[src/rtl/dvd_pkg.sv]
// shared types and constants of the depth varint delta decoder
package dvd_pkg;

   localparam int CodeByteWidth   = 8;
   localparam int PixelWidth      = 16;
   localparam int CountWidth      = 23;
   localparam int OffsetWidth     = 4;
   localparam int PayloadBits     = 3;
   localparam int ContinueBit     = 3;
   localparam int CodeMaxOffset   = 15;
   localparam int RspDataWidth    = 40;
   localparam int PixelCap        = 4194304;
   localparam int LimitWidth      = 25;
   localparam int FifoDepth       = 4;
   localparam int FifoAddrWidth   = 2;
   localparam int FifoCountWidth  = 3;
   localparam int PushCountWidth  = 2;

   localparam logic [CountWidth-1:0] PixelCountReset = CountWidth'(307200);

   localparam logic KIND_PIXEL   = 1'b0;
   localparam logic KIND_SUMMARY = 1'b1;

   typedef struct packed {
      logic                  kind;
      logic                  overflowed;
      logic [CountWidth-1:0] zero_fill;
      logic [PixelWidth-1:0] pixel_value;
   } result_type;

   typedef struct packed {
      logic [PushCountWidth-1:0] count;
      result_type                first;
      result_type                second;
   } push_type;

endpackage

[src/rtl/dvd_decode.sv]
// code gathering, zigzag delta reconstruction and frame summary
module dvd_decode #(
   parameter int PixelCap = dvd_pkg::PixelCap
) (
   input  logic                                  clock,
   input  logic                                  reset,
   input  logic                                  fire,
   input  logic [dvd_pkg::CodeByteWidth-1:0]     code_byte,
   input  logic                                  frame_end,
   input  logic [dvd_pkg::CountWidth-1:0]        pixel_count,
   output dvd_pkg::push_type                     push
);

   logic [dvd_pkg::PixelWidth-1:0]  code_accum_ff, code_accum_in;
   logic [dvd_pkg::OffsetWidth-1:0] bit_offset_ff, bit_offset_in;
   logic [dvd_pkg::PixelWidth-1:0]  last_pixel_ff, last_pixel_in;
   logic [dvd_pkg::CountWidth-1:0]  pixels_done_ff, pixels_done_in;
   logic                            dropping_ff, dropping_in;

   logic [dvd_pkg::PixelWidth-1:0]  payload_shifted;
   logic [dvd_pkg::PixelWidth-1:0]  code_word;
   logic [dvd_pkg::PixelWidth-1:0]  diff;
   logic [dvd_pkg::PixelWidth-1:0]  pixel_sum;
   logic [dvd_pkg::LimitWidth-1:0]  max_wide;
   logic [dvd_pkg::CountWidth-1:0]  limit;
   logic [dvd_pkg::CountWidth-1:0]  done_after;
   logic [dvd_pkg::CountWidth-1:0]  fill;
   logic                            finish;
   logic                            at_limit;
   logic                            emit;
   logic                            drop_now;
   logic                            drop_after;
   dvd_pkg::result_type             pixel_res;
   dvd_pkg::result_type             summary_res;

   always_comb begin
      max_wide = dvd_pkg::LimitWidth'(PixelCap);
      if ({2'b00, pixel_count} > max_wide) begin
         limit = max_wide[dvd_pkg::CountWidth-1:0];
      end else begin
         limit = pixel_count;
      end

      payload_shifted = dvd_pkg::PixelWidth'(code_byte[dvd_pkg::PayloadBits-1:0]) << bit_offset_ff;
      code_word       = code_accum_ff | payload_shifted;
      finish          = !code_byte[dvd_pkg::ContinueBit] ||
                        ({1'b0, bit_offset_ff} + 5'(dvd_pkg::PayloadBits) >
                         5'(dvd_pkg::CodeMaxOffset));
      at_limit        = pixels_done_ff >= limit;
      emit            = !dropping_ff && finish && !at_limit;
      drop_now        = !dropping_ff && finish && at_limit;
      drop_after      = dropping_ff || drop_now;

      diff      = {1'b0, code_word[dvd_pkg::PixelWidth-1:1]} ^
                  {dvd_pkg::PixelWidth{code_word[0]}};
      pixel_sum = last_pixel_ff + diff;

      done_after = emit ? pixels_done_ff + dvd_pkg::CountWidth'(1) : pixels_done_ff;
      fill       = (done_after < limit) ? limit - done_after : '0;

      pixel_res.kind        = dvd_pkg::KIND_PIXEL;
      pixel_res.overflowed  = 1'b0;
      pixel_res.zero_fill   = '0;
      pixel_res.pixel_value = pixel_sum;

      summary_res.kind        = dvd_pkg::KIND_SUMMARY;
      summary_res.overflowed  = drop_after;
      summary_res.zero_fill   = fill;
      summary_res.pixel_value = '0;

      push.first  = emit ? pixel_res : summary_res;
      push.second = summary_res;
      push.count  = fire ? dvd_pkg::PushCountWidth'(emit) + dvd_pkg::PushCountWidth'(frame_end)
                         : '0;

      code_accum_in  = code_accum_ff;
      bit_offset_in  = bit_offset_ff;
      last_pixel_in  = last_pixel_ff;
      pixels_done_in = pixels_done_ff;
      dropping_in    = dropping_ff;
      if (fire) begin
         if (frame_end) begin
            code_accum_in  = '0;
            bit_offset_in  = '0;
            last_pixel_in  = '0;
            pixels_done_in = '0;
            dropping_in    = 1'b0;
         end else if (!dropping_ff) begin
            if (finish) begin
               code_accum_in = '0;
               bit_offset_in = '0;
               dropping_in   = drop_after;
               if (emit) begin
                  last_pixel_in  = pixel_sum;
                  pixels_done_in = done_after;
               end
            end else begin
               code_accum_in = code_word;
               bit_offset_in = bit_offset_ff + dvd_pkg::OffsetWidth'(dvd_pkg::PayloadBits);
            end
         end
      end
   end

   always_ff @(posedge clock) begin
      if (reset) begin
         code_accum_ff  <= '0;
         bit_offset_ff  <= '0;
         last_pixel_ff  <= '0;
         pixels_done_ff <= '0;
         dropping_ff    <= 1'b0;
      end else begin
         code_accum_ff  <= code_accum_in;
         bit_offset_ff  <= bit_offset_in;
         last_pixel_ff  <= last_pixel_in;
         pixels_done_ff <= pixels_done_in;
         dropping_ff    <= dropping_in;
      end
   end

endmodule

[src/rtl/dvd_result_fifo.sv]
// small result queue that takes up to two results per cycle and gives one
module dvd_result_fifo (
   input  logic                 clock,
   input  logic                 reset,
   input  dvd_pkg::push_type    push,
   output logic                 room,
   output logic                 out_valid,
   input  logic                 out_ready,
   output dvd_pkg::result_type  out_data
);

   dvd_pkg::result_type                entries_ff [dvd_pkg::FifoDepth];
   logic [dvd_pkg::FifoAddrWidth-1:0]  wr_ptr_ff, wr_ptr_in;
   logic [dvd_pkg::FifoAddrWidth-1:0]  rd_ptr_ff, rd_ptr_in;
   logic [dvd_pkg::FifoCountWidth-1:0] count_ff, count_in;
   logic [dvd_pkg::FifoAddrWidth-1:0]  wr_next;
   logic                               pop;

   always_comb begin
      out_valid = count_ff != '0;
      pop       = out_valid && out_ready;
      out_data  = entries_ff[rd_ptr_ff];
      room      = count_ff <= dvd_pkg::FifoCountWidth'(dvd_pkg::FifoDepth - 2);
      wr_next   = wr_ptr_ff + dvd_pkg::FifoAddrWidth'(1);
      wr_ptr_in = wr_ptr_ff + dvd_pkg::FifoAddrWidth'(push.count);
      rd_ptr_in = pop ? rd_ptr_ff + dvd_pkg::FifoAddrWidth'(1) : rd_ptr_ff;
      count_in  = count_ff + dvd_pkg::FifoCountWidth'(push.count)
                  - dvd_pkg::FifoCountWidth'(pop);
   end

   always_ff @(posedge clock) begin
      if (reset) begin
         wr_ptr_ff <= '0;
         rd_ptr_ff <= '0;
         count_ff  <= '0;
      end else begin
         wr_ptr_ff <= wr_ptr_in;
         rd_ptr_ff <= rd_ptr_in;
         count_ff  <= count_in;
      end
   end

   always_ff @(posedge clock) begin
      if (push.count != '0) begin
         entries_ff[wr_ptr_ff] <= push.first;
      end
      if (push.count == dvd_pkg::PushCountWidth'(2)) begin
         entries_ff[wr_next] <= push.second;
      end
   end

endmodule

[src/rtl/depth_varint_delta_decoder_core.sv]
// top level of the depth varint delta decoder
//
// req channel: one compressed byte per transfer in req_tdata, req_tlast on the
// last byte of a frame. rsp channel: decoded pixels (rsp_tuser low) and one
// end-of-frame summary per frame (rsp_tuser high) with the zero pixels still
// missing and the overflow flag; a pixel finished by the last byte comes
// before the summary.
// csr port: csr_write_enable writes the pixel count of a frame, applied to the
// codes that finish after the write; it resets to 307200.
// an accepted byte waits in the input register, is decoded once the queue has
// room, and its results are written into the result queue that drives rsp.
// throughput: one byte per cycle while the queue has room, set by the single
// decode stage; a last byte that also finishes a code yields two results,
// which leave on rsp one after the other.
// a four-entry result queue absorbs rsp stalls; req_tready falls once the
// queue cannot take two more results and the input register is full.
// reset clears the input register, the queue and all decoding state.
module depth_varint_delta_decoder_core #(
   parameter int PixelCap = dvd_pkg::PixelCap
) (
   input  logic                               clock,
   input  logic                               reset,
   input  logic                               req_tvalid,
   output logic                               req_tready,
   input  logic [dvd_pkg::CodeByteWidth-1:0]  req_tdata,   // code_byte
   input  logic                               req_tlast,   // frame_end
   output logic                               rsp_tvalid,
   input  logic                               rsp_tready,
   output logic [dvd_pkg::RspDataWidth-1:0]   rsp_tdata,   // pixel_value, zero_fill, overflowed
   output logic                               rsp_tuser,   // kind
   input  logic                               csr_write_enable,
   input  logic [dvd_pkg::CountWidth-1:0]     csr_write_data
);

   logic                               in_valid_ff, in_valid_in;
   logic [dvd_pkg::CodeByteWidth-1:0]  in_byte_ff;
   logic                               in_last_ff;
   logic [dvd_pkg::CountWidth-1:0]     pixel_count_ff;
   logic                               room;
   logic                               fire;
   logic                               accept;
   dvd_pkg::push_type                  push;
   dvd_pkg::result_type                out_data;

   always_comb begin
      fire        = in_valid_ff && room;
      req_tready  = !in_valid_ff || fire;
      accept      = req_tvalid && req_tready;
      in_valid_in = accept || (in_valid_ff && !fire);
      rsp_tdata   = {out_data.overflowed, out_data.zero_fill, out_data.pixel_value};
      rsp_tuser   = out_data.kind;
   end

   always_ff @(posedge clock) begin
      if (reset) begin
         in_valid_ff    <= 1'b0;
         pixel_count_ff <= dvd_pkg::PixelCountReset;
      end else begin
         in_valid_ff <= in_valid_in;
         if (csr_write_enable) begin
            pixel_count_ff <= csr_write_data;
         end
      end
   end

   always_ff @(posedge clock) begin
      if (accept) begin
         in_byte_ff <= req_tdata;
         in_last_ff <= req_tlast;
      end
   end

   dvd_decode #(
      .PixelCap (PixelCap)
   ) u_decode (
      .clock       (clock),
      .reset       (reset),
      .fire        (fire),
      .code_byte   (in_byte_ff),
      .frame_end   (in_last_ff),
      .pixel_count (pixel_count_ff),
      .push        (push)
   );

   dvd_result_fifo u_result_fifo (
      .clock     (clock),
      .reset     (reset),
      .push      (push),
      .room      (room),
      .out_valid (rsp_tvalid),
      .out_ready (rsp_tready),
      .out_data  (out_data)
   );

endmodule

[config.mk]
export PLATFORM = sky130hd
export DESIGN_NAME = depth_varint_delta_decoder_core
export DESIGN_NICKNAME = d
export VERILOG_FILES = /design/src/rtl/dvd_pkg.sv /design/src/rtl/dvd_decode.sv /design/src/rtl/dvd_result_fifo.sv /design/src/rtl/depth_varint_delta_decoder_core.sv
export SDC_FILE = /design/constraint.sdc
export NUM_CORES = 1
export LEC_CHECK = 0
export BUFFER_PORTS_ARGS = -buffer_cell sky130_fd_sc_hd__clkbuf_2
export CAP_MARGIN = 20
export CORE_MARGIN = 1.5
export CORE_UTILIZATION = 63
export CTS_CLUSTER_DIAMETER = 80
export CTS_CLUSTER_SIZE = 28
export DETAILED_ROUTE_END_ITERATION = 16
export PLACE_DENSITY = 0.82
export SETUP_SLACK_MARGIN = 0.15
export SLEW_MARGIN = 0
export SYNTH_ARGS = -nofsm -noshare
export SYNTH_HDL_FRONTEND = slang
export SYNTH_HIERARCHICAL = 1
export SYNTH_SLANG_ARGS = --single-unit
[constraint.sdc]
create_clock -name clock -period 9.56 [get_ports clock]
set_input_delay 0.956 -clock clock [delete_from_list [all_inputs] [get_ports clock]]
set_output_delay 0.956 -clock clock [all_outputs]
set_load 0.05 [all_outputs]
# After elaboration in Yosys (flattened, before gate mapping)
# Memory sizes are Yosys's and may differ from the RTL's. A register that Yosys moved wholly into a read port is not among the register bits.
# Index checks and enable logic that the tools add are counted.
dict set report classes {
  n_lt_le_gt_ge 5
  eq_ne 2
  reduce_logical 22
  addsub 11
  bitwise_logic 2
  n_shift 1
  muxes 28
}
# operator n
set ops {}
lappend ops {{two-way mux 23 bit} 7}
lappend ops {{two-way mux 16 bit} 7}
lappend ops {{two-way mux 41 bit} 1}
lappend ops {{adder 23 x 1 -> 23 bit, second input constant} 1}
lappend ops {{greater-or-equal comparator 23 bit} 1}
lappend ops {{greater-than comparator 23 bit, second input constant} 1}
lappend ops {{less-than comparator 23 bit} 1}
lappend ops {{subtractor 23 bit} 1}
lappend ops {{adder 16 bit} 1}
lappend ops {{OR 16 bit} 1}
lappend ops {{left shift 3 x 4 -> 16 bit} 1}
lappend ops {{XOR 15 x 16 -> 16 bit} 1}
lappend ops {{two-way mux 4 bit} 3}
lappend ops {{logical AND 1 bit} 7}
lappend ops {{two-way mux 1 bit} 7}
lappend ops {{two-way mux 2 bit} 3}
lappend ops {{nonzero test 2 bit} 3}
lappend ops {{adder 4 x 2 -> 5 bit, second input constant} 1}
lappend ops {{greater-than comparator 5 x 4 -> 1 bit, second input constant} 1}
lappend ops {{zero test 1 bit} 5}
lappend ops {{adder 2 x 1 -> 2 bit, second input constant} 2}
lappend ops {{adder 4 x 2 -> 4 bit, second input constant} 1}
lappend ops {{logical OR 1 bit} 4}
lappend ops {{AND reduction 4 bit} 1}
lappend ops {{other kinds (9)} 9}
dict set report totals {
  register_bits 96
  mem_count 1
  elab_cells 84
  output_inout_bits 43
  in_bits 37
  mem_bits_rw 164
}
# name words width rd rd_ports_with_merged_regs write_ports line
set mem_list {}
lappend mem_list {u_result_fifo.entries_ff 4 41 1 1 2 dvd_result_fifo.sv:12} ;# dvd_pkg::result_type entries_ff [dvd_pkg::FifoDepth];

# Depth between registers and ports, before layout
dict set report logic_depth {
  word_depth 10
  depth_mapped 30
  mapped_depth_nobuf 27
}

# Modules after synthesis
# The synthesis kept the hierarchy.
# module cells_each seq_area_each_um2 area_per_inst_um2 n_inst
set by_module_without_submodules {}
lappend by_module_without_submodules {dvd_result_fifo 448 5104.9 8625.8 1}
lappend by_module_without_submodules {dvd_decode 875 1201.2 6366.1 1}
lappend by_module_without_submodules {depth_varint_delta_decoder_core 89 750.7 1159.9 1}

# Worst setup path before layout
# No wires, ideal clock.
dict set report synth_path {
  path_type {register to register}
  from {reg pixel_count_ff[7] (netlist bit)}
  to {mem u_result_fifo/entries_ff[0][0] (netlist bit), enable pin}
  synth_period_minus_slack_ns 7.384
  n_path_buf 2
  setup_slack_ns 2.176
  path_stages_with_launch 19
  setup_ns 0.496
  t_arrival_ns 6.888
  cell_sequence {dfxtp_1 or4_1 o41ai_1 clkbuf_1 nand2_1 inv_1 ha_1 nand2b_1 a21o_1 a21o_1 a21oi_1 o31ai_1 a21o_1 nand2_1 buf_1 ha_1 and2_1 o21bai_1 o21ai_0}
}
# item line
set synth_rtl {}
lappend synth_rtl {{start: declaration} depth_varint_delta_decoder_core.sv:38} ;# logic [dvd_pkg::CountWidth-1:0] pixel_count_ff;
lappend synth_rtl {{start signal: assignment} depth_varint_delta_decoder_core.sv:57} ;# pixel_count_ff <= dvd_pkg::PixelCountReset;
lappend synth_rtl {{start signal: assignment} depth_varint_delta_decoder_core.sv:61} ;# pixel_count_ff <= csr_write_data;
lappend synth_rtl {{end: declaration} dvd_result_fifo.sv:12}

==> impl_summary.txt <==
----------------------------------------------------
[Outcome]
  Status ... finished clean

[CTS]
  Number of levels in the clock H-tree ... 1
  Num CTS Buffers ... 15
  Setup repair bufs after CTS ... 0
  TritonCTS clock tree ... yes
  Clock transition at path regs ... 0.10 ns
  Number of buffers inserted by hold repair at cts ... 0
  Later-pin clock latency in the skew report ... 0.51 ns
  Root buf cell ... clkbuf_16
  CTS resizes ... 0
  Sink count of the clock tree ... 262
  Worst-case clock buffer depth ... 3

[Global routing]
  Global Route Usage Sum ... 26.7%
  Number of global-route vias before repair ... 10700
  Overflow after GRT ... 0
  Largest net degree at the start of global routing ... 64
  Global-route wire length before repair ... 56300 um
  Initial antenna violation count ... 0

[Timing]
  Total Neg Setup Slack ... 0 ns
  Portion of the clock cycle consumed by the worst path in the final layout ... 78.7%
  Final setup viols ... 0
  Setup repair after global routing missed its margin ... no
  Setup skew after layout ... 0.0451 ns
  Final number of max-transition violations ... 0
  Maximum clock frequency ... 133 MHz
  Hold Fails Final Rpt ... 0
  Relative max-transition margin ... 32.1%
  Tightest Pin Transition ... 1.02 ns
  Post-layout min period ... 7.52 ns

[Floorplanning]
  Width of the chip ... 163 um
  Row count ... 58
  Core box area ... 0.0251 mm^2
  Vertical extent of the die ... 163 um
  Starting utilization of the core area ... 63.8%
  Number of primary I/O pins ... 80
  Die area ... 0.0264 mm^2

[Setup path]
  Path depth of the worst reg2reg path ... 24
  Data required time of the critical path ... 9.82 ns
  Endpoint of the worst-slack reg-to-reg timing path ... u_result_fifo/entries_ff[1][29]
  Max incr delay on CP ... 0.57 ns
  Arrival time of the worst setup path ... 7.78 ns
  Classification of the worst setup path ... reg -> reg
  First element of the critical path ... pixel_count_ff[7]
  Worst Path Buf+Inv ... 1
  Worst setup SP type ... flip-flop
  Most used cell along the critical path ... a21o_1
  Largest driver fanout on the critical path ... 23
  Largest delay share family, worst path ... compound AO/OA/AOI/OAI gates
  Kind of capture point of the worst setup path ... flip-flop
  Cells along the critical path ... or4_1, o41ai_2, nand2_1, ha_1, a21o_1, a21o_1, a21oi_1, o31ai_1, a21o_1, nand2_1, inv_1, nor3_1, xnor2_1, ha_1, a21o_1, a21oi_1, o21ai_0, nor3_1, o2bb2ai_2, o21ai_2, o311ai_4, or2b_2, nor2_1, mux2_1
  FF-to-FF setup slack ... 2.04 ns
  Slowest CP cell ... o41ai_2
  Logic depth of the worst path, buffers included ... 24
  FF-to-FF Start ... pixel_count_ff[7]
  Capturing element of the worst setup path ... u_result_fifo/entries_ff[1][29]

[Finish]
  Final instance area ... 0.0169 mm^2
  Proportion of layout cells with a drive suffix above 1 ... 24.0%
  Area Overhead vs Synth ... 5.46%
  Final Net Count ... 1546
  Fill cell instance count of the final layout ... 1859
  Count of antenna diodes in the layout ... 0

[Placement]
  Buffers added on ports ... 75
  Post-detail-place hpwl ... 23400 um
  Routability-driven placement congestion ratio ... 0.940
  Instance area at placement ... 0.0164 mm^2

[Synth]
  Count of warnings emitted by yosys ... 6
  Post-synthesis average cell area ... 11.4 um^2
  Synth Instances ... 1408
  Post-synthesis instance area ... 0.0160 mm^2

[Power]
  Ratio of total power to cell area ... 199 mW/mm^2
  Leakage power ... 6.49 nW
  Maximum resistive drop on vdd ... 179 uV

[Drt]
  Via-per-instance ratio ... 6.21
  Routed Wire Length ... 35100 um
  Antenna-violating nets left ... 0
  Total via count in the routed design ... 11000
  Iteration-0 DRC count of the detailed router ... 861
  Residual DRC ... 0
  Detail-routed net length per standard cell ... 19.8 um
  Pre-antenna DRT Iters ... 6

[Min path]
  Launch point of the worst hold path ... u_decode/code_accum_ff[3]
  Type of the most critical hold path ... reg -> reg

[Flow run]
  Max cap viols ... 0

----------------------------------------------------
==> flip-flops by register name, indices dropped and copies added, names as in the netlist, named ones only <==
| name | count |
|---|---|
| pixel_count_ff | 23 |
| u_decode/bit_offset_ff | 4 |
| u_decode/last_pixel_ff | 16 |
| u_decode/dropping_ff | 1 |
| u_result_fifo/rd_ptr_ff | 2 |
| u_decode/pixels_done_ff | 23 |
| u_result_fifo/wr_ptr_ff | 2 |
| in_byte_ff | 4 |
| u_decode/code_accum_ff | 16 |
| in_valid_ff | 1 |
| in_last_ff | 1 |
| u_result_fifo/count_ff | 3 |
| u_result_fifo/entries_ff | 164 |
==> worst min path at each step <==
stage | cells past startpoint | end | slack [ns]
5_1_grt | 2 | u_decode/code_accum_ff[1] | 0.50
3_3_place_gp | 2 | u_decode/last_pixel_ff[14] | 0.45
6_report | 2 | u_decode/code_accum_ff[3] | 0.48
4_1_cts | 2 | u_decode/code_accum_ff[2] | 0.48
2_1_floorplan | 2 | u_decode/last_pixel_ff[11] | 0.43
3_5_place_dp | 2 | u_decode/code_accum_ff[5] | 0.45
==> per-layer routing <==
metal	vias to the layer above	global-route usage, %	wire, um
met4	0	6.13	645
met3	48	3.31	2280
li1	5212	-	-
met2	408	44.5	16500
met1	5357	37.5	15600
met5	-	0	0
==> power breakdown <==
group / switching, mW / internal [mW] / total, mW / leakage, nW
sequential: 0.0431 / 1.33 / 1.37 / 2.33
clock: 0.391 / 0.313 / 0.704 / 0.228
combinational: 0.800 / 0.490 / 1.29 / 3.94
total: 1.23 / 2.13 / 3.37 / 6.49
==> stage by stage <==
step | hold WS, ns | std cells | utilization (%) | setup WS, ns | total power [mW]
2_1_floorplan | 0.432 | 1423 | - | 2.18 | 2.42
3_3_place_gp | 0.447 | 1748 | 65.4 | 1.81 | 2.63
3_5_place_dp | 0.455 | 1748 | 65.4 | 1.64 | 2.68
4_1_cts | 0.481 | 1773 | 67.3 | 1.59 | 3.38
5_1_grt | 0.500 | 1774 | 67.3 | 1.58 | 3.52
6_report | 0.477 | 1774 | 67.3 | 2.04 | 3.37
==> placed cells by master, fill, tap and decap left out, drive strengths merged, types with 5 or more instances in the layout <==
| master | instances |
|---|---|
| or2 | 5 |
| nand4 | 12 |
| edfxtp | 169 |
| conb | 17 |
| a211oi | 5 |
| a32oi | 5 |
| o21bai | 6 |
| o311ai | 6 |
| and2 | 10 |
| a21oi | 80 |
| a2111oi | 5 |
| inv | 57 |
| xnor2 | 37 |
| clkinv | 5 |
| nand3 | 23 |
| o31ai | 5 |
| nand2 | 72 |
| a21o | 22 |
| dfxtp | 93 |
| clkbuf | 95 |
| nor3 | 34 |
| xor2 | 31 |
| o21ai | 41 |
| nor4 | 6 |
| o21a | 5 |
| mux2 | 169 |
| mux4 | 41 |
| nor2b | 32 |
| ha | 70 |
| and3 | 7 |
| mux2i | 27 |
| or3 | 5 |
| buf | 17 |
| nand2b | 15 |
| nor2 | 135 |
| a31oi | 21 |
==> worst min-delay path: cells and delay by family, from the launching register on <==
kind	cells	cell delay [ns]
compound gates	1	0.04
flops	1	0.33
simple gates	1	0.07
==> area by class of cell <==
class                           instances  area, um^2  share of cell area (%)
Clock buffer                           20         398                    2.35
Inverter                               57         214                    1.27
Sequential cell                       262        6940                    41.0
Timing Repair Buffer                   92         503                    2.97
Multi-Input combinational cell       1008        8360                    49.4
Clock inverter                          5        80.1                   0.474
Tap cell                              330         413                    2.44
(Power assumes the default switching activity.)
